<file path="src/rtl/tcf_pkg.sv">
// Shared types, constants and tables for the tilt complementary filter.
// Used by tcf_ctrl, tcf_datapath and tilt_complementary_filter; no dependencies.
`default_nettype none

package tcf_pkg;

    localparam int CORDIC_STEPS_DEF = 24;

    localparam int CFG_IDX_W  = 2;
    localparam int GAIN_W     = 17;
    localparam int ANGLE_W    = 32;
    localparam int SAMPLE_W   = 16;
    localparam int MUL_W      = 33;
    localparam int PROD_W     = 2 * MUL_W;
    localparam int CORD_W     = 36;
    localparam int IDX_W      = 5;
    localparam int STEP_W     = 4;
    localparam int IN_DATA_W  = 112;
    localparam int OUT_DATA_W = 64;

    localparam logic [GAIN_W-1:0] DECAY_RESET = 17'd655;
    localparam logic [GAIN_W-1:0] GAIN_RESET  = 17'd655;

    // Configuration register indexes.
    localparam logic [CFG_IDX_W-1:0] CFG_SMOOTH_DECAY = 2'd0;
    localparam logic [CFG_IDX_W-1:0] CFG_BLEND_GAIN   = 2'd1;

    // Input item kinds.
    localparam logic CMD_PREDICT = 1'b0;
    localparam logic CMD_UPDATE  = 1'b1;

    localparam logic signed [ANGLE_W-1:0] PI_Q28 = 32'sd843314857;

    // Last multiply-accumulate step of the smoothing part and of the whole program.
    localparam logic [STEP_W-1:0] MAC_LAST_SMOOTH = 4'd7;
    localparam logic [STEP_W-1:0] MAC_LAST        = 4'd11;
    localparam logic [STEP_W-1:0] MAC_BLEND_FIRST = 4'd8;

    typedef enum logic [3:0] {
        ST_IDLE,
        ST_MUL,
        ST_ACC,
        ST_SQRT,
        ST_CR_LOAD,
        ST_CR_RUN,
        ST_CP_LOAD,
        ST_CP_RUN,
        ST_DONE
    } state_t;

    typedef enum logic [3:0] {
        OP_DECAY_X,
        OP_DECAY_Y,
        OP_DECAY_Z,
        OP_SAMPLE_X,
        OP_SAMPLE_Y,
        OP_SAMPLE_Z,
        OP_SQ_X,
        OP_SQ_Z,
        OP_KEEP_P,
        OP_NEW_P,
        OP_KEEP_R,
        OP_NEW_R
    } op_sel_t;

    typedef enum logic [1:0] {
        ACC_HOLD,
        ACC_ZERO,
        ACC_HALF
    } acc_init_t;

    typedef enum logic [2:0] {
        DST_NONE,
        DST_SX,
        DST_SY,
        DST_SZ,
        DST_R2,
        DST_PITCH,
        DST_ROLL
    } dst_t;

    typedef struct packed {
        op_sel_t   sel;
        acc_init_t init;
        logic      shift;
        dst_t      dst;
    } mac_op_t;

    typedef struct packed {
        logic             capture;
        logic             predict;
        logic             mul_en;
        logic             acc_en;
        mac_op_t          mac;
        logic             sq_step;
        logic             cr_load;
        logic             cr_src;
        logic             cr_step;
        logic             save_roll;
        logic             out_load;
        logic [IDX_W-1:0] idx;
    } dp_cmd_t;

    // MAC program: each step pair is a weighted mix or a sum of two squares.
    function automatic mac_op_t mac_prog(input logic [STEP_W-1:0] step);
        mac_op_t op;
        begin
            op = '{sel: OP_DECAY_X, init: ACC_HOLD, shift: 1'b0, dst: DST_NONE};
            case (step)
                4'd0:  op = '{sel: OP_DECAY_X,  init: ACC_HALF, shift: 1'b0, dst: DST_NONE};
                4'd1:  op = '{sel: OP_SAMPLE_X, init: ACC_HOLD, shift: 1'b1, dst: DST_SX};
                4'd2:  op = '{sel: OP_DECAY_Y,  init: ACC_HALF, shift: 1'b0, dst: DST_NONE};
                4'd3:  op = '{sel: OP_SAMPLE_Y, init: ACC_HOLD, shift: 1'b1, dst: DST_SY};
                4'd4:  op = '{sel: OP_DECAY_Z,  init: ACC_HALF, shift: 1'b0, dst: DST_NONE};
                4'd5:  op = '{sel: OP_SAMPLE_Z, init: ACC_HOLD, shift: 1'b1, dst: DST_SZ};
                4'd6:  op = '{sel: OP_SQ_X,     init: ACC_ZERO, shift: 1'b0, dst: DST_NONE};
                4'd7:  op = '{sel: OP_SQ_Z,     init: ACC_HOLD, shift: 1'b0, dst: DST_R2};
                4'd8:  op = '{sel: OP_KEEP_P,   init: ACC_HALF, shift: 1'b0, dst: DST_NONE};
                4'd9:  op = '{sel: OP_NEW_P,    init: ACC_HOLD, shift: 1'b0, dst: DST_PITCH};
                4'd10: op = '{sel: OP_KEEP_R,   init: ACC_HALF, shift: 1'b0, dst: DST_NONE};
                4'd11: op = '{sel: OP_NEW_R,    init: ACC_HOLD, shift: 1'b0, dst: DST_ROLL};
                default: op = '{sel: OP_DECAY_X, init: ACC_HOLD, shift: 1'b0, dst: DST_NONE};
            endcase
            return op;
        end
    endfunction

    // atan(2^-i) in Q3.28, rounded to nearest.
    function automatic logic signed [ANGLE_W-1:0] atan_entry(input logic [IDX_W-1:0] i);
        logic signed [ANGLE_W-1:0] v;
        begin
            case (i)
                5'd0:  v = 32'sd210828714;
                5'd1:  v = 32'sd124459457;
                5'd2:  v = 32'sd65760959;
                5'd3:  v = 32'sd33381290;
                5'd4:  v = 32'sd16755422;
                5'd5:  v = 32'sd8385879;
                5'd6:  v = 32'sd4193963;
                5'd7:  v = 32'sd2097109;
                5'd8:  v = 32'sd1048571;
                5'd9:  v = 32'sd524287;
                5'd10: v = 32'sd262144;
                5'd11: v = 32'sd131072;
                5'd12: v = 32'sd65536;
                5'd13: v = 32'sd32768;
                5'd14: v = 32'sd16384;
                5'd15: v = 32'sd8192;
                5'd16: v = 32'sd4096;
                5'd17: v = 32'sd2048;
                5'd18: v = 32'sd1024;
                5'd19: v = 32'sd512;
                5'd20: v = 32'sd256;
                5'd21: v = 32'sd128;
                5'd22: v = 32'sd64;
                5'd23: v = 32'sd32;
                5'd24: v = 32'sd16;
                5'd25: v = 32'sd8;
                5'd26: v = 32'sd4;
                5'd27: v = 32'sd2;
                5'd28: v = 32'sd1;
                default: v = 32'sd0;
            endcase
            return v;
        end
    endfunction

    // Clamp a wide signed value to the signed 32-bit range.
    function automatic logic signed [ANGLE_W-1:0] sat32(input logic signed [PROD_W-1:0] v);
        logic signed [ANGLE_W-1:0] r;
        begin
            if (v > 66'sd2147483647)
                r = 32'sh7FFFFFFF;
            else if (v < -66'sd2147483648)
                r = 32'sh80000000;
            else
                r = v[ANGLE_W-1:0];
            return r;
        end
    endfunction

endpackage

`default_nettype wire

</file>
<file path="src/rtl/tcf_ctrl.sv">
// Controller of the tilt complementary filter: sequences the multiply program,
// square root and both CORDIC runs, and owns the handshakes. Uses tcf_pkg.
`default_nettype none

module tcf_ctrl
    import tcf_pkg::*;
#(
    parameter int CORDIC_STEPS = CORDIC_STEPS_DEF
)
(
    input  wire logic    clk,
    input  wire logic    rst_n,
    input  wire logic    s_tvalid,
    output logic         s_tready,
    input  wire logic    s_tuser,
    output logic         m_tvalid,
    input  wire logic    m_tready,
    output dp_cmd_t      cmd
);

    localparam logic [IDX_W-1:0] LAST_STEP = IDX_W'(CORDIC_STEPS - 1);
    localparam logic [IDX_W-1:0] SQ_LAST   = '1;

    state_t             state_reg, state_next;
    logic [STEP_W-1:0]  step_reg, step_next;
    logic [IDX_W-1:0]   cnt_reg, cnt_next;
    logic               out_valid_reg, out_valid_next;
    logic               out_free;

    assign out_free = !out_valid_reg || m_tready;

    always_comb
    begin
        state_next = state_reg;
        step_next  = step_reg;
        cnt_next   = cnt_reg;
        case (state_reg)
            ST_IDLE:
            begin
                if (s_tvalid)
                begin
                    step_next  = '0;
                    state_next = (s_tuser == CMD_UPDATE) ? ST_MUL : ST_DONE;
                end
            end
            ST_MUL:
                state_next = ST_ACC;
            ST_ACC:
            begin
                if (step_reg == MAC_LAST_SMOOTH)
                begin
                    cnt_next   = '0;
                    state_next = ST_SQRT;
                end
                else if (step_reg == MAC_LAST)
                    state_next = ST_DONE;
                else
                begin
                    step_next  = step_reg + 1'b1;
                    state_next = ST_MUL;
                end
            end
            ST_SQRT:
            begin
                cnt_next = cnt_reg + 1'b1;
                if (cnt_reg == SQ_LAST)
                    state_next = ST_CR_LOAD;
            end
            ST_CR_LOAD:
            begin
                cnt_next   = '0;
                state_next = ST_CR_RUN;
            end
            ST_CR_RUN:
            begin
                cnt_next = cnt_reg + 1'b1;
                if (cnt_reg == LAST_STEP)
                    state_next = ST_CP_LOAD;
            end
            ST_CP_LOAD:
            begin
                cnt_next   = '0;
                state_next = ST_CP_RUN;
            end
            ST_CP_RUN:
            begin
                cnt_next = cnt_reg + 1'b1;
                if (cnt_reg == LAST_STEP)
                begin
                    step_next  = MAC_BLEND_FIRST;
                    state_next = ST_MUL;
                end
            end
            ST_DONE:
            begin
                if (out_free)
                    state_next = ST_IDLE;
            end
            default:
                state_next = ST_IDLE;
        endcase
    end

    always_comb
    begin
        cmd           = '0;
        cmd.mac       = mac_prog(step_reg);
        cmd.idx       = cnt_reg;
        cmd.capture   = (state_reg == ST_IDLE) && s_tvalid;
        cmd.predict   = (state_reg == ST_IDLE) && s_tvalid && (s_tuser == CMD_PREDICT);
        cmd.mul_en    = (state_reg == ST_MUL);
        cmd.acc_en    = (state_reg == ST_ACC);
        cmd.sq_step   = (state_reg == ST_SQRT);
        cmd.cr_load   = (state_reg == ST_CR_LOAD) || (state_reg == ST_CP_LOAD);
        cmd.cr_src    = (state_reg == ST_CP_LOAD);
        cmd.cr_step   = (state_reg == ST_CR_RUN) || (state_reg == ST_CP_RUN);
        cmd.save_roll = (state_reg == ST_CP_LOAD);
        cmd.out_load  = (state_reg == ST_DONE) && out_free;
        s_tready      = (state_reg == ST_IDLE);
        m_tvalid      = out_valid_reg;
    end

    always_comb
    begin
        out_valid_next = out_valid_reg;
        if (cmd.out_load)
            out_valid_next = 1'b1;
        else if (m_tready)
            out_valid_next = 1'b0;
    end

    always_ff @(posedge clk or negedge rst_n)
    begin
        if (!rst_n)
        begin
            state_reg     <= ST_IDLE;
            step_reg      <= '0;
            cnt_reg       <= '0;
            out_valid_reg <= 1'b0;
        end
        else
        begin
            state_reg     <= state_next;
            step_reg      <= step_next;
            cnt_reg       <= cnt_next;
            out_valid_reg <= out_valid_next;
        end
    end

`ifndef NO_ASSERTIONS
    a_done_waits: assert property (@(posedge clk) disable iff (!rst_n)
        (state_reg == ST_DONE && !out_free) |=> (state_reg == ST_DONE))
        else $error("finished item left DONE while the output was still full");

    a_acc_after_mul: assert property (@(posedge clk) disable iff (!rst_n)
        (state_reg == ST_ACC) |-> ($past(state_reg) == ST_MUL))
        else $error("accumulate step not preceded by its multiply");

    a_step_range: assert property (@(posedge clk) disable iff (!rst_n)
        (state_reg == ST_MUL) |-> (step_reg <= MAC_LAST))
        else $error("multiply program step out of range");

    a_roll_to_pitch: assert property (@(posedge clk) disable iff (!rst_n)
        (state_reg == ST_CR_RUN && cnt_reg == LAST_STEP) |=> (state_reg == ST_CP_LOAD))
        else $error("roll CORDIC run did not hand over to the pitch run");

    a_load_when_free: assert property (@(posedge clk) disable iff (!rst_n)
        cmd.out_load |-> (!out_valid_reg || m_tready))
        else $error("output register overwritten before it was taken");
`endif

endmodule

`default_nettype wire

</file>
<file path="config.mk">
export PLATFORM = sky130hd
export DESIGN_NAME = tcf_ctrl
export DESIGN_NICKNAME = d
export VERILOG_FILES = /design/src/rtl/tcf_pkg.sv /design/src/rtl/tcf_ctrl.sv
export SDC_FILE = /design/constraint.sdc
export NUM_CORES = 1
export LEC_CHECK = 0
export ABC_CLOCK_PERIOD_IN_PS = 2000
export BUFFER_PORTS_ARGS = -buffer_cell sky130_fd_sc_hd__buf_2
export CAP_MARGIN = 25
export CELL_PAD_IN_SITES_DETAIL_PLACEMENT = 0
export CELL_PAD_IN_SITES_GLOBAL_PLACEMENT = 2
export CORE_MARGIN = 5
export CORE_UTILIZATION = 26
export CTS_BUF_LIST = sky130_fd_sc_hd__clkbuf_16
export CTS_CLUSTER_SIZE = 25
export DETAILED_ROUTE_END_ITERATION = 10
export PLACE_DENSITY = 0.86
export SYNTH_ARGS = -nofsm -noshare
export SYNTH_HDL_FRONTEND = slang
export SYNTH_SLANG_ARGS = --single-unit
</file>
<file path="constraint.sdc">
create_clock -name clk -period 2 [get_ports clk]
set_input_delay 0.3 -clock clk [delete_from_list [all_inputs] [get_ports clk]]
set_output_delay 0.3 -clock clk [all_outputs]
set_load 0.005 [all_outputs]
</file>
==> run metrics <==
final wirelength 3.08 mm; critical path type register to register; clk buf depth 2; crit path capture type register; Final setup viols 0; cell row count 24; synth warn 0; most frequent cells in the layout buf_2 (31), buf_4 (24), nor2_1 (16), nand2_1 (13), o21ai_0 (13); Peak Freq 506 MHz; total iterations of the first detailed-routing run 4; DPL Wire Length 2.33 mm; Clock transition at path regs 0.05 ns; PortBufs 31; Final min period 1.97 ns; Setup Skew 0.00312 ns; most common cell after layout, fill and taps aside buf_2; num ports 32; CORE AREA 4320 µm²; CP max FO 4; vias in the first global route 1108; vias 1178; max-slew violations 0; # H-tree levels 1; first-pass GRT wire length 5.22 mm; antenna violations before repair 0; die area 5870 µm²; Area Growth Syn to Fin 40.3%; maximum capacitance violations 0; share of cells above drive strength 1 37.7%; clock sinks 14; status complete, no violations; die height 76.6 µm; largest net degree at the start of global routing 15; Top FF cell, synth dfrtp_1; Worst VDD drop 0.295 mV; #FFs+latches synth 14; RePlAce Congestion 0.735; grt ovf 0; startpoint types register; Routed Antenna Nets 0; Final period util 98.7%; Mapped Avg Cell Area 8.08 µm²; Req. time, crit path 2.14 ns; setup_tns 0 ns; Synth async-reset ratio 100%; number of flip-flops in the largest register 5; Post-Syn Instances 143; drt drc 0; mapped cell area 1150 µm²; Root Driver clkbuf_16; 1st-iter DRT viols 56; post-synthesis sequential area ratio 30.3%; CTS tree yes; vias per std cell 4.85; Total GRT Usage 10.7%; initial core utilization 26.7%; final net count 206; n_diodes 0; Die W 76.6 µm; Finished Core Util 37.5%; final hold vios 0; Slew Limit Headroom 75.4%; Worst Hold Class input port to register; Yosys cell types 42; worst-skew pair later-pin latency 0.25 ns; DR WL/cell 12.7 µm; arrival time at the worst endpoint 2.12 ns; cts bufs inserted 3; Worst Tran Pin Value 0.368 ns; pwr dens 945 nW/µm²; number of flops mapped to enable cells by yosys 0; syn nets 157; leakage power 0.815 nW; unrepaired setup endpoints after global routing true
[kinds of logic after synthesis]
kind of cell               share of synthesized area (%)
xor gates and xnor gates                           0.759
adders and majority gates                           9.75
DFF                                                 30.3
muxes                                               4.01
and+or+nand+nor                                     27.0
AOI/OAI and AO/OA                                   19.2
buffers and inverters                               8.99
[what timing repair did]
item / CTS / global route
setup endpoints to repair: 2 / 6
hold buffers: 1 / 0
hold endpoints to repair: 14 / 0
buffers inserted: 0 / 3
pin swaps: 0 / 2
resized for setup: 1 / 8
[routing by layer]
| layer | vias to the layer above | part of all wire (%) | track usage, % |
|---|---|---|---|
| met2 | 23 | 44 | 16.0 |
| met1 | 552 | 50 | 15.0 |
| li1 | 596 | - | - |
| met5 | - | 0 | 0 |
| met3 | 7 | 4.5 | 2.01 |
| met4 | 0 | 2.0 | 4.20 |
[area by class of cell]
type / count / area, µm²
timing repair buffer: 56 / 345
sequential: 14 / 353
inverter: 10 / 37.5
clock inverter: 1 / 3.75
tap: 52 / 65.1
fill: 471 / 2700
clock buffer: 3 / 75.1
multi-input combinational: 107 / 741
[stage by stage]
stage | instances | cell area (µm²) | power [mW] | hold WS (ns) | setup slack [ns]
floorplan | 143 | 1170 | 0.806 | 0.00441 | -0.0177
global placement | 235 | 1480 | 1.06 | 0.220 | 0.00938
detailed placement | 235 | 1480 | 1.07 | 0.227 | -0.0200
CTS | 240 | 1570 | 1.48 | 0.272 | 0.0100
global route | 243 | 1620 | 1.65 | 0.293 | -0.0276
finish | 243 | 1620 | 1.53 | 0.277 | 0.0256
[report_power, final]
group	switching, mW	internal (mW)	total (mW)
Combinational	0.354	0.377	0.731
Sequential	0.0601	0.345	0.405
Clock	0.129	0.266	0.395
[path summary, 6_finish.rpt]
| check | cells past startpoint | from | slack, ns | end |
|---|---|---|---|---|
| max | 6 | state_reg[1] | 0.03 | state_reg[2] |
| min | 2 | m_tready | 0.28 | m_tvalid |
| max reg2reg | 6 | state_reg[1] | 0.03 | state_reg[2] |
| min reg2reg | 2 | m_tvalid | 0.56 | m_tvalid |
| max in group asynchronous | 2 | rst_n | 1.22 | step_reg[0] |
| min in group asynchronous | 2 | rst_n | 0.50 | state_reg[2] |
[cell usage after synthesis, types with 2 or more instances]
cell / instances / area [µm²]
o31ai_1: 2 / 15.0
nand2_1: 13 / 48.8
a21o_1: 3 / 22.5
clkbuf_1: 5 / 18.8
nand3_1: 3 / 15.0
o22ai_1: 2 / 12.5
a21oi_1: 5 / 25.0
o32a_1: 2 / 20.0
a211oi_1: 2 / 15.0
nor2_1: 16 / 60.1
ha_1: 9 / 113
and2_1: 2 / 12.5
nand2b_1: 3 / 18.8
mux2i_1: 2 / 20.0
a22o_1: 2 / 17.5
nand3b_1: 2 / 15.0
buf_2: 2 / 10.0
and3_1: 2 / 12.5
buf_4: 3 / 22.5
nor4_1: 2 / 12.5
dfrtp_1: 14 / 350
o21ai_0: 14 / 70.1
nor3_1: 3 / 15.0
and3b_1: 2 / 17.5
nor2b_1: 2 / 12.5
inv_1: 10 / 37.5
[critical path, stage by stage (launching register included)]
cell and delay, ns:
dfrtp_1 0.41, or4b_4 0.55, or3_4 0.34, o211ai_1 0.19, buf_4 0.18, a2bb2oi_1 0.15
nor2_1 0.05
No activity file was read; power rests on OpenSTA's default activity.
